$ cat config.mk
export PLATFORM = sky130hd
export DESIGN_NAME = chunked_body_deframer
export DESIGN_NICKNAME = d
export VERILOG_FILES = /design/src/hdl/cbd_pkg.sv /design/src/hdl/chunked_body_deframer.sv /design/src/hdl/cbd_fifo.sv /design/src/hdl/cbd_front.sv /design/src/hdl/cbd_back.sv
export SDC_FILE = /design/constraint.sdc
export NUM_CORES = 1
export LEC_CHECK = 0
export BUFFER_PORTS_ARGS = -buffer_cell sky130_fd_sc_hd__buf_4
export CAP_MARGIN = 0
export CORE_MARGIN = 1.5
export CORE_UTILIZATION = 35
export DETAILED_ROUTE_END_ITERATION = 12
export MAX_ROUTING_LAYER = met4
export PLACE_DENSITY_LB_ADDON = 0.25
export SLEW_MARGIN = 20
export SYNTH_ARGS = -nofsm -noshare
export SYNTH_HDL_FRONTEND = slang
export SYNTH_SLANG_ARGS = --single-unit
$ cat constraint.sdc
create_clock -name clk -period 3.55 [get_ports clk]
set_input_delay 0.1775 -clock clk [delete_from_list [all_inputs] [get_ports clk]]
set_output_delay 0.1775 -clock clk [all_outputs]
set_load 0.02 [all_outputs]
$ cat src/hdl/cbd_pkg.sv
// Shared types and constants for the chunked body deframer.
package cbd_pkg;

  localparam int MAX_LINE_BYTES_DEF = 18;
  localparam int QUEUE_DEPTH_DEF = 2;

  localparam logic [7:0] CH_CR = 8'h0D;
  localparam logic [7:0] CH_LF = 8'h0A;

  localparam logic [2:0] PH_SIZE    = 3'd0;
  localparam logic [2:0] PH_SIZE_LF = 3'd1;
  localparam logic [2:0] PH_DATA    = 3'd2;
  localparam logic [2:0] PH_DATA_CR = 3'd3;
  localparam logic [2:0] PH_DATA_LF = 3'd4;
  localparam logic [2:0] PH_IDLE    = 3'd5;

  localparam logic [1:0] KIND_DATA  = 2'd0;
  localparam logic [1:0] KIND_DONE  = 2'd1;
  localparam logic [1:0] KIND_ERROR = 2'd2;

  typedef struct packed {
    logic [7:0] data;
    logic       begin_req;
    logic       is_cr;
    logic       is_lf;
    logic       is_hex;
    logic [3:0] hex_val;
  } item_t;

  typedef struct packed {
    logic [7:0] data;
    logic [1:0] kind;
  } result_t;

endpackage

$ cat src/hdl/chunked_body_deframer.sv
// Top level of the chunked body deframer: front end, word queues and parser.
// A word passes the front register, the middle queue, the parser and the result queue.
// One word per cycle unless stalled; the 64-bit chunk count moves only on a taken word.
// The front register, the queue between front and parser, and the result queue
// let each side stall on its own.
// Reset (rst, synchronous) empties all queues and returns the parser to the size line.
module chunked_body_deframer import cbd_pkg::*; #(
  parameter int MAX_LINE_BYTES = MAX_LINE_BYTES_DEF,
  parameter int QUEUE_DEPTH = QUEUE_DEPTH_DEF
) (
  input  logic       clk,
  input  logic       rst,
  input  logic       push,
  input  logic [7:0] in_byte,
  input  logic       begin_req,
  output logic       full,
  input  logic       pop,
  output logic       empty,
  output logic [7:0] out_byte,
  output logic [1:0] out_kind
);

  // Classified word leaving the front register.
  item_t front_item;
  logic  front_valid;
  logic  mid_full;

  // Head of the queue between front and parser.
  item_t mid_item;
  logic  mid_empty;
  logic  mid_pop;

  // Parser result going into the result queue.
  result_t back_res;
  logic    back_push;
  logic    out_full;
  result_t out_res;

  cbd_front u_front (
    .clk        (clk),
    .rst        (rst),
    .push       (push),
    .in_byte    (in_byte),
    .begin_req  (begin_req),
    .full       (full),
    .item       (front_item),
    .item_valid (front_valid),
    .item_ready (!mid_full)
  );

  cbd_fifo #(
    .W     ($bits(item_t)),
    .DEPTH (QUEUE_DEPTH)
  ) u_mid_q (
    .clk   (clk),
    .rst   (rst),
    .push  (front_valid),
    .wdata (front_item),
    .full  (mid_full),
    .pop   (mid_pop),
    .rdata (mid_item),
    .empty (mid_empty)
  );

  // The parser takes a word only when the result queue has room, so a
  // word that makes a result is never held back halfway.
  cbd_back #(
    .MAX_LINE_BYTES (MAX_LINE_BYTES)
  ) u_back (
    .clk        (clk),
    .rst        (rst),
    .item       (mid_item),
    .item_valid (!mid_empty),
    .item_take  (mid_pop),
    .res_room   (!out_full),
    .res_push   (back_push),
    .res        (back_res)
  );

  cbd_fifo #(
    .W     ($bits(result_t)),
    .DEPTH (QUEUE_DEPTH)
  ) u_out_q (
    .clk   (clk),
    .rst   (rst),
    .push  (back_push),
    .wdata (back_res),
    .full  (out_full),
    .pop   (pop),
    .rdata (out_res),
    .empty (empty)
  );

  assign out_byte = out_res.data;
  assign out_kind = out_res.kind;

endmodule

$ cat src/hdl/cbd_fifo.sv
// Small first-in first-out queue of register entries.
module cbd_fifo import cbd_pkg::*; #(
  parameter int W = 8,
  parameter int DEPTH = QUEUE_DEPTH_DEF
) (
  input  logic         clk,
  input  logic         rst,
  input  logic         push,
  input  logic [W-1:0] wdata,
  output logic         full,
  input  logic         pop,
  output logic [W-1:0] rdata,
  output logic         empty
);

  localparam int AW = (DEPTH > 1) ? $clog2(DEPTH) : 1;
  localparam int CW = $clog2(DEPTH + 1);
  localparam logic [AW-1:0] LAST = AW'(DEPTH - 1);
  localparam logic [CW-1:0] CNT_FULL = CW'(DEPTH);

  logic [W-1:0] mem [DEPTH];
  logic [AW-1:0] wptr;
  logic [AW-1:0] rptr;
  logic [CW-1:0] count;
  logic do_push;
  logic do_pop;

  assign full = (count == CNT_FULL);
  assign empty = (count == '0);
  assign do_push = push && !full;
  assign do_pop = pop && !empty;
  assign rdata = mem[rptr];

  always_ff @(posedge clk) begin
    if (do_push) begin
      mem[wptr] <= wdata;
    end
  end

  always_ff @(posedge clk) begin
    if (rst) begin
      wptr <= '0;
      rptr <= '0;
      count <= '0;
    end else begin
      if (do_push) begin
        wptr <= (wptr == LAST) ? '0 : AW'(wptr + 1'b1);
      end
      if (do_pop) begin
        rptr <= (rptr == LAST) ? '0 : AW'(rptr + 1'b1);
      end
      if (do_push && !do_pop) begin
        count <= CW'(count + 1'b1);
      end else if (do_pop && !do_push) begin
        count <= CW'(count - 1'b1);
      end
    end
  end

endmodule

$ cat src/hdl/cbd_front.sv
// Front end: takes input bytes into a register and classifies them.
module cbd_front import cbd_pkg::*; (
  input  logic       clk,
  input  logic       rst,
  input  logic       push,
  input  logic [7:0] in_byte,
  input  logic       begin_req,
  output logic       full,
  output item_t      item,
  output logic       item_valid,
  input  logic       item_ready
);

  item_t item_next;
  logic  take;

  // Hex digit decode, either case.
  always_comb begin
    item_next = '0;
    item_next.data = in_byte;
    item_next.begin_req = begin_req;
    item_next.is_cr = (in_byte == CH_CR);
    item_next.is_lf = (in_byte == CH_LF);
    if (in_byte >= 8'h30 && in_byte <= 8'h39) begin
      item_next.is_hex = 1'b1;
      item_next.hex_val = 4'(in_byte - 8'h30);
    end else if (in_byte >= 8'h41 && in_byte <= 8'h46) begin
      item_next.is_hex = 1'b1;
      item_next.hex_val = 4'(in_byte - 8'h37);
    end else if (in_byte >= 8'h61 && in_byte <= 8'h66) begin
      item_next.is_hex = 1'b1;
      item_next.hex_val = 4'(in_byte - 8'h57);
    end
  end

  assign full = item_valid && !item_ready;
  assign take = push && !full;

  always_ff @(posedge clk) begin
    if (take) begin
      item <= item_next;
    end
  end

  always_ff @(posedge clk) begin
    if (rst) begin
      item_valid <= 1'b0;
    end else if (take) begin
      item_valid <= 1'b1;
    end else if (item_ready) begin
      item_valid <= 1'b0;
    end
  end

endmodule

$ cat src/hdl/cbd_back.sv
// Back end: framing state machine that turns classified bytes into results.
module cbd_back import cbd_pkg::*; #(
  parameter int MAX_LINE_BYTES = MAX_LINE_BYTES_DEF
) (
  input  logic    clk,
  input  logic    rst,
  input  item_t   item,
  input  logic    item_valid,
  output logic    item_take,
  input  logic    res_room,
  output logic    res_push,
  output result_t res
);

  localparam int DIGIT_LIM_INT = (MAX_LINE_BYTES - 2 > 16) ? 16 : MAX_LINE_BYTES - 2;
  localparam logic [4:0] DIGIT_LIMIT = 5'(DIGIT_LIM_INT);

  logic [2:0]  phase;
  logic [63:0] chunk_remaining;
  logic [4:0]  line_bytes;
  logic        last_chunk_seen;

  logic [2:0]  phase_next;
  logic [63:0] chunk_remaining_next;
  logic [4:0]  line_bytes_next;
  logic        last_chunk_seen_next;

  logic [2:0]  ph;
  logic [63:0] rem;
  logic [4:0]  lb;
  logic        last;

  assign item_take = item_valid && res_room;

  always_comb begin
    // A begin mark clears the parse state before the byte is handled.
    ph = item.begin_req ? PH_SIZE : phase;
    rem = item.begin_req ? '0 : chunk_remaining;
    lb = item.begin_req ? '0 : line_bytes;
    last = item.begin_req ? 1'b0 : last_chunk_seen;

    phase_next = ph;
    chunk_remaining_next = rem;
    line_bytes_next = lb;
    last_chunk_seen_next = last;
    res_push = 1'b0;
    res = '0;

    unique case (ph)
      PH_SIZE: begin
        if (item.is_cr) begin
          if (lb == '0) begin
            res_push = 1'b1;
          end else begin
            phase_next = PH_SIZE_LF;
          end
        end else if (!item.is_hex || lb >= DIGIT_LIMIT) begin
          res_push = 1'b1;
        end else begin
          chunk_remaining_next = {rem[59:0], item.hex_val};
          line_bytes_next = 5'(lb + 1'b1);
        end
      end
      PH_SIZE_LF: begin
        if (!item.is_lf) begin
          res_push = 1'b1;
        end else begin
          line_bytes_next = '0;
          last_chunk_seen_next = (rem == '0);
          phase_next = (rem == '0) ? PH_DATA_CR : PH_DATA;
        end
      end
      PH_DATA: begin
        chunk_remaining_next = rem - 64'd1;
        if (rem == 64'd1) begin
          phase_next = PH_DATA_CR;
        end
        res_push = 1'b1;
        res.data = item.data;
        res.kind = KIND_DATA;
      end
      PH_DATA_CR: begin
        if (!item.is_cr) begin
          res_push = 1'b1;
        end else begin
          phase_next = PH_DATA_LF;
        end
      end
      PH_DATA_LF: begin
        if (!item.is_lf) begin
          res_push = 1'b1;
        end else begin
          phase_next = last ? PH_IDLE : PH_SIZE;
          chunk_remaining_next = '0;
          line_bytes_next = '0;
          last_chunk_seen_next = 1'b0;
          if (last) begin
            res_push = 1'b1;
            res.kind = KIND_DONE;
          end
        end
      end
      default: begin
        phase_next = PH_IDLE;
      end
    endcase

    // Every result other than payload or completion here is a framing error.
    if (res_push && ph != PH_DATA && !(ph == PH_DATA_LF && item.is_lf)) begin
      res.kind = KIND_ERROR;
      res.data = '0;
      phase_next = PH_IDLE;
      chunk_remaining_next = '0;
      line_bytes_next = '0;
      last_chunk_seen_next = 1'b0;
    end

    if (!item_take) begin
      res_push = 1'b0;
    end
  end

  always_ff @(posedge clk) begin
    if (rst) begin
      phase <= PH_SIZE;
      chunk_remaining <= '0;
      line_bytes <= '0;
      last_chunk_seen <= 1'b0;
    end else if (item_take) begin
      phase <= phase_next;
      chunk_remaining <= chunk_remaining_next;
      line_bytes <= line_bytes_next;
      last_chunk_seen <= last_chunk_seen_next;
    end
  end

endmodule
==> flow_summary.json, run 1 <==
{
  "grt_overflow": 0,
  "post-route-period-util": 0.845,
  "dpl_cell_area_mm2": 0.00968,
  "maxCapViolCount": 0,
  "syn_avg_cell_area_um2": 8.79,
  "synthArstFlopShare": 0,
  "min-delay-start": "rst",
  "clock_path_buffers": 2,
  "numCtsBuffers": 17,
  "gp_congestion": 0.935,
  "grt.busiest_layer": "met2",
  "cp_data_required_time_ns": 3.92,
  "ys_warn_count": 0,
  "synth_nets": 1039,
  "clk_pin_slew_ns": 0.07,
  "synth_largest_area_cell": "edfxtp_1",
  "grt_usage": 0.232,
  "cp_max_fo": 38,
  "synth_area_mm2": 0.00893,
  "crit_type": "register to register",
  "fin_area_mm2": 0.0104,
  "grt_max_degree": 39,
  "fp.dieH_um": 163,
  "ios": 25,
  "finalNetCount": 1074,
  "slew_headroom": 0.392,
  "met3_usage": 0.0372,
  "leakage_uw": 0.00390,
  "yosysTopAreaCellShare": 0.229,
  "synth_edf_count": 68,
  "ant_nets": 0,
  "start_util": 0.356,
  "fmax_ghz": 0.333,
  "dr.pass1.iters": 6,
  "antenna_found_initial": 0,
  "tns_ns": 0,
  "worst_setup_path_end_kind": "register",
  "rsz0062_at_grt": "no",
  "ys_types": 77,
  "rows": 58,
  "clock_skew_ns": 0.0203,
  "area_growth_pct": 16.3,
  "netlist_instances": 1016,
  "fillers": 2533,
  "clockRootBuffer": "clkbuf_16",
  "ys_seq_elements": 152,
  "routed_wl_um": 29100,
  "insertion_delay_ns": 0.44,
  "io_buffers": 24,
  "grt_pass1_vias": 8194,
  "critical_path_arrival_ns": 3.37,
  "setup_viol": 0,
  "synth.most_common_cell": "nor2_1",
  "multiInputGateArea_mm2": 0.00482,
  "ys_seq_area_frac": 0.417,
  "drc": 0,
  "synth.area.top_cells": "edfxtp_1, dfxtp_1, a21oi_1, nor2_1, o21ai_0",
  "core_mm2": 0.0251,
  "wl_per_cell_um": 20.8,
  "die_area_mm2": 0.0265,
  "finalHoldViolations": 0,
  "synth_common_cells": "nor2_1, dfxtp_1, nand2_1",
  "place_ws_ns": 0.646,
  "drtIter0Drc": 1011,
  "cts_tree": "yes",
  "antenna_cells": 0,
  "layout_setup_ws_ns": 0.551,
  "period_minus_slack_ns": 3.00,
  "hp-class": "input pin to register",
  "layout-drive-gt1-share": 0.146,
  "grt_use_met2": 0.362,
  "total_power_uw": 7240,
  "reg2reg_slack_ns": 0.55,
  "cts.htree.levels": 4,
  "grtUsageMet1": 0.302,
  "status": "finished, final reports clean",
  "cts.sink_count": 152,
  "post_cts_resized": 0,
  "start_kind": "register",
  "yosys_most_used_dff": "dfxtp_1",
  "power.density_mw_per_mm2": 697,
  "vias": 8515,
  "worstMarginPinSlew_ns": 0.912,
  "seq_area_mm2": 0.00372,
  "die_x_um": 163,
  "slew_violations": 0,
  "via_per_inst": 6.11,
  "dpl.hpwl_um": 19900,
  "ir_drop_mv": 0.365,
  "grt_first_pass_wirelength_um": 46400
}
[logic make-up after synthesis]
family          synth area share
compound gates             0.259
fa+ha+maj                 0.0140
xor+xnor                  0.0157
buf+inv                   0.0464
mux                       0.0370
simple gates               0.211
flops                      0.417
[stage by stage]
step	hold slack, ns	utilization	cells
2_1_floorplan	0.276	-	1016
3_3_place_gp	0.360	0.386	1352
3_5_place_dp	0.359	0.386	1352
4_1_cts	0.170	0.414	1394
5_1_grt	0.180	0.414	1394
6_report	0.173	0.414	1394
[flip-flops by register name (all words and copies together) (netlist names), named ones only]
| name | count |
|---|---|
| u_out_q.wptr | 1 |
| u_front.item_valid | 1 |
| u_front.item | 16 |
| u_mid_q.wptr | 1 |
| u_out_q.mem | 20 |
| u_out_q.rptr | 1 |
| u_back.phase | 3 |
| u_back.chunk_remaining | 64 |
| u_back.line_bytes | 5 |
| u_mid_q.mem | 32 |
| u_out_q.count | 2 |
| u_mid_q.count | 2 |
| u_back.last_chunk_seen | 1 |
| u_mid_q.rptr | 1 |
[path summary, 6_finish.rpt]
check	to	depth (start not counted)
max	u_back.chunk_remaining[50]	8
min	u_back.chunk_remaining[17]	2
max reg2reg	u_back.chunk_remaining[50]	8
min reg2reg	u_mid_q.mem[1][8]	0
[critical path, stage by stage, from the launching register on]
cell       delay (ns)
dfxtp_1          0.41
buf_4            0.20
mux2_4           0.34
buf_4            0.29
a2bb2oi_1        0.32
and3_1           0.65
a21oi_2          0.19
o21ai_0          0.35
a22o_1           0.18
[timing repair]
| item | in CTS | in global routing |
|---|---|---|
| hold buffers | 10 | 0 |
| endpoints found under the setup margin | 0 | 0 |
| hold endpoints to repair | 10 | 0 |
| buffers inserted | 0 | 0 |
[cell type report]
cell class | instances | area share
repair buffers | 94 | 0.0703
well taps | 330 | 0.0397
flip-flops and latches | 152 | 0.358
clock buffers | 17 | 0.0409
clock inverters | 15 | 0.0179
multi-input cells | 760 | 0.463
inverters | 26 | 0.00939
[placed cells by master, fill, tap and decap left out, types with 8 or more instances in the layout]
master,instances
o22ai_1,17
dfxtp_1,84
ha_1,10
a31oi_1,8
nand2_1,80
nor4_1,23
a22o_1,19
a32o_1,8
xnor2_1,9
o21ai_0,72
o2bb2ai_1,10
edfxtp_1,68
nand3_1,30
o211ai_1,9
a221oi_1,12
mux2i_1,17
a211oi_1,14
inv_1,25
dlygate4sd3_1,10
a22oi_1,18
o21a_1,8
a221o_1,11
clkbuf_16,17
nand4_1,16
nor2_1,98
a21oi_1,78
mux2_2,12
nor3_1,37
or3_1,16
buf_4,84
[layer usage]
| metal | vias to the layer above | wire, um |
|---|---|---|
| met5 | - | 0 |
| met4 | 0 | 794 |
| met3 | 62 | 2090 |
| met2 | 388 | 13500 |
| met1 | 4082 | 12700 |
| li1 | 3983 | - |
[report_power, final]
part	switching (uW)	leakage (uW)	internal [uW]
registers	201	0.00132	2040
clock network	904	0.000299	962
logic	2000	0.00228	1130
Power figures use the tool's default switching activity.
==> inputs of run 2 (changes only) <==
==> constraint.sdc (replaced) <==
create_clock -name clk -period 3.05 [get_ports clk]
set_input_delay 0.1525 -clock clk [delete_from_list [all_inputs] [get_ports clk]]
set_output_delay 0.1525 -clock clk [all_outputs]
set_load 0.02 [all_outputs]
==> run 2 against run 1 <==
Effect of this change: worst hold slack got worse by 0.0095 ns; clock skew down 0.0016 ns; die area is the same; register-to-register slack got worse by 0.33 ns; sequential cell count unchanged; core utilization grew 0.81 points; combinational power rose by 20%; critical path type unchanged.
==> flow_summary.json, run 2 (synthesis gave the netlist of run 1 again) <==
{
  "status": "finished, final reports clean",
  "insertion_delay_ns": 0.45,
  "slew_headroom": 0.487,
  "post_cts_resized": 0,
  "clock_skew_ns": 0.0186,
  "grt_use_met2": 0.368,
  "slew_violations": 0,
  "leakage_uw": 0.00402,
  "reg.largest.list": "u_back.chunk_remaining: 64 flops, u_mid_q.mem: 32 flops, u_out_q.mem: 20 flops",
  "total_power_uw": 8570,
  "die_area_mm2": 0.0265,
  "grt_pass1_vias": 8446,
  "dr.pass1.iters": 5,
  "worstMarginPinSlew_ns": 0.770,
  "maxCapViolCount": 0,
  "antenna_found_initial": 0,
  "finalNetCount": 1097,
  "clockRootBuffer": "clkbuf_16",
  "clock_path_buffers": 2,
  "fmax_ghz": 0.353,
  "power.density_mw_per_mm2": 809,
  "place_ws_ns": 0.231,
  "start_kind": "register",
  "post-route-period-util": 0.929,
  "grt_usage": 0.237,
  "met3_usage": 0.0349,
  "area_growth_pct": 18.6,
  "reg2reg_slack_ns": 0.22,
  "grt_first_pass_wirelength_um": 47500,
  "rsz0062_at_grt": "no",
  "numCtsBuffers": 17,
  "core_mm2": 0.0251,
  "layout-drive-gt1-share": 0.164,
  "min-delay-start": "rst",
  "cts.sink_count": 152,
  "worst_setup_path_end_kind": "register",
  "start_util": 0.356,
  "critical_path_arrival_ns": 3.17,
  "grt.busiest_layer": "met2",
  "routed_wl_um": 29400,
  "crit_type": "register to register",
  "clk_pin_slew_ns": 0.08,
  "tns_ns": 0,
  "vias": 8632,
  "layout_commonest_cell": "buf_4",
  "hold_depth": 2,
  "cts_tree": "yes",
  "period_minus_slack_ns": 2.83,
  "drc": 0,
  "layout_setup_ws_ns": 0.218,
  "ios": 25,
  "fp.dieH_um": 163,
  "ir_drop_mv": 0.543,
  "wl_per_cell_um": 20.8,
  "finalHoldViolations": 0,
  "grtUsageMet1": 0.305,
  "cp_max_fo": 8,
  "cts.htree.levels": 4,
  "hp-class": "input pin to register",
  "r2r_start": "u_back.chunk_remaining[32]",
  "ant_nets": 0,
  "cp_data_required_time_ns": 3.39,
  "drtIter0Drc": 980,
  "regMostFlops": "u_back.chunk_remaining",
  "antenna_cells": 0,
  "min_to": "u_mid_q.count[0]",
  "io_buffers": 24,
  "die_x_um": 163,
  "largest_register_ffs": 64,
  "rows": 58,
  "grt_max_degree": 39,
  "gp_congestion": 0.934,
  "worstReg2RegEnd": "u_back.chunk_remaining[59]",
  "layout_common_cells": "buf_4, nor2_1, dfxtp_1",
  "via_per_inst": 6.09,
  "rr_worst_depth": 7,
  "grt_overflow": 0,
  "setup_viol": 0,
  "dpl.hpwl_um": 20400
}
[run 2: metrics by stage]
step	instances	hold slack [ns]	cell area, um^2	utilization
final	1417	0.164	10600	0.422
after global routing	1417	0.179	10600	0.422
after CTS	1417	0.160	10600	0.422
after detailed placement	1375	0.334	9870	0.393
after global placement	1375	0.335	9870	0.393
after floorplan	1016	0.251	8930	-
[run 2: final cells by class]
| type | count | area [um^2] |
|---|---|---|
| multi-input combinational | 760 | 4820 |
| clock inverter | 15 | 204 |
| clock buffer | 17 | 425 |
| timing repair buffer | 117 | 916 |
| tap | 330 | 413 |
| sequential | 152 | 3720 |
| inverter | 26 | 97.6 |
| fill | 2506 | 14500 |
[run 2: timing repair]
item | 4_1_cts | 5_1_grt
hold endpoints to repair | 10 | 0
hold buffers | 10 | 0
buffers inserted | 0 | 0
[run 2: worst max path at each step]
stage	start	to	slack (ns)	cells after the start
floorplan	register	u_back.chunk_remaining[56]	0.06	12
global placement	u_back.chunk_remaining[33]	u_back.chunk_remaining[41]	0.25	6
detailed placement	u_back.chunk_remaining[32]	u_back.chunk_remaining[41]	0.23	6
CTS	register	u_out_q.count[1]	0.23	9
global route	register	u_out_q.count[1]	0.07	9
finish	u_back.chunk_remaining[32]	u_back.chunk_remaining[59]	0.22	7
[run 2: power by group]
part / total (uW) / internal [uW] / leakage, uW / switching, uW
Combinational: 3750 / 1400 / 0.00240 / 2360
Clock: 2240 / 1130 / 0.000303 / 1110
Sequential: 2570 / 2380 / 0.00132 / 196
[run 2: layer usage]
layer / share of wire / up-vias
met5: 0 / -
met1: 0.43 / 4127
met4: 0.034 / 0
met2: 0.46 / 402
li1: - / 4029
met3: 0.070 / 74
[run 2: critical path, cell delays in order, from the launching register on]
cell     delay, ns
dfxtp_1       0.32
nor4_1        0.67
nand2_1       0.11
or4_1         0.74
nor4_4        0.42
a41o_1        0.22
o21ai_1       0.06
a22o_1        0.20
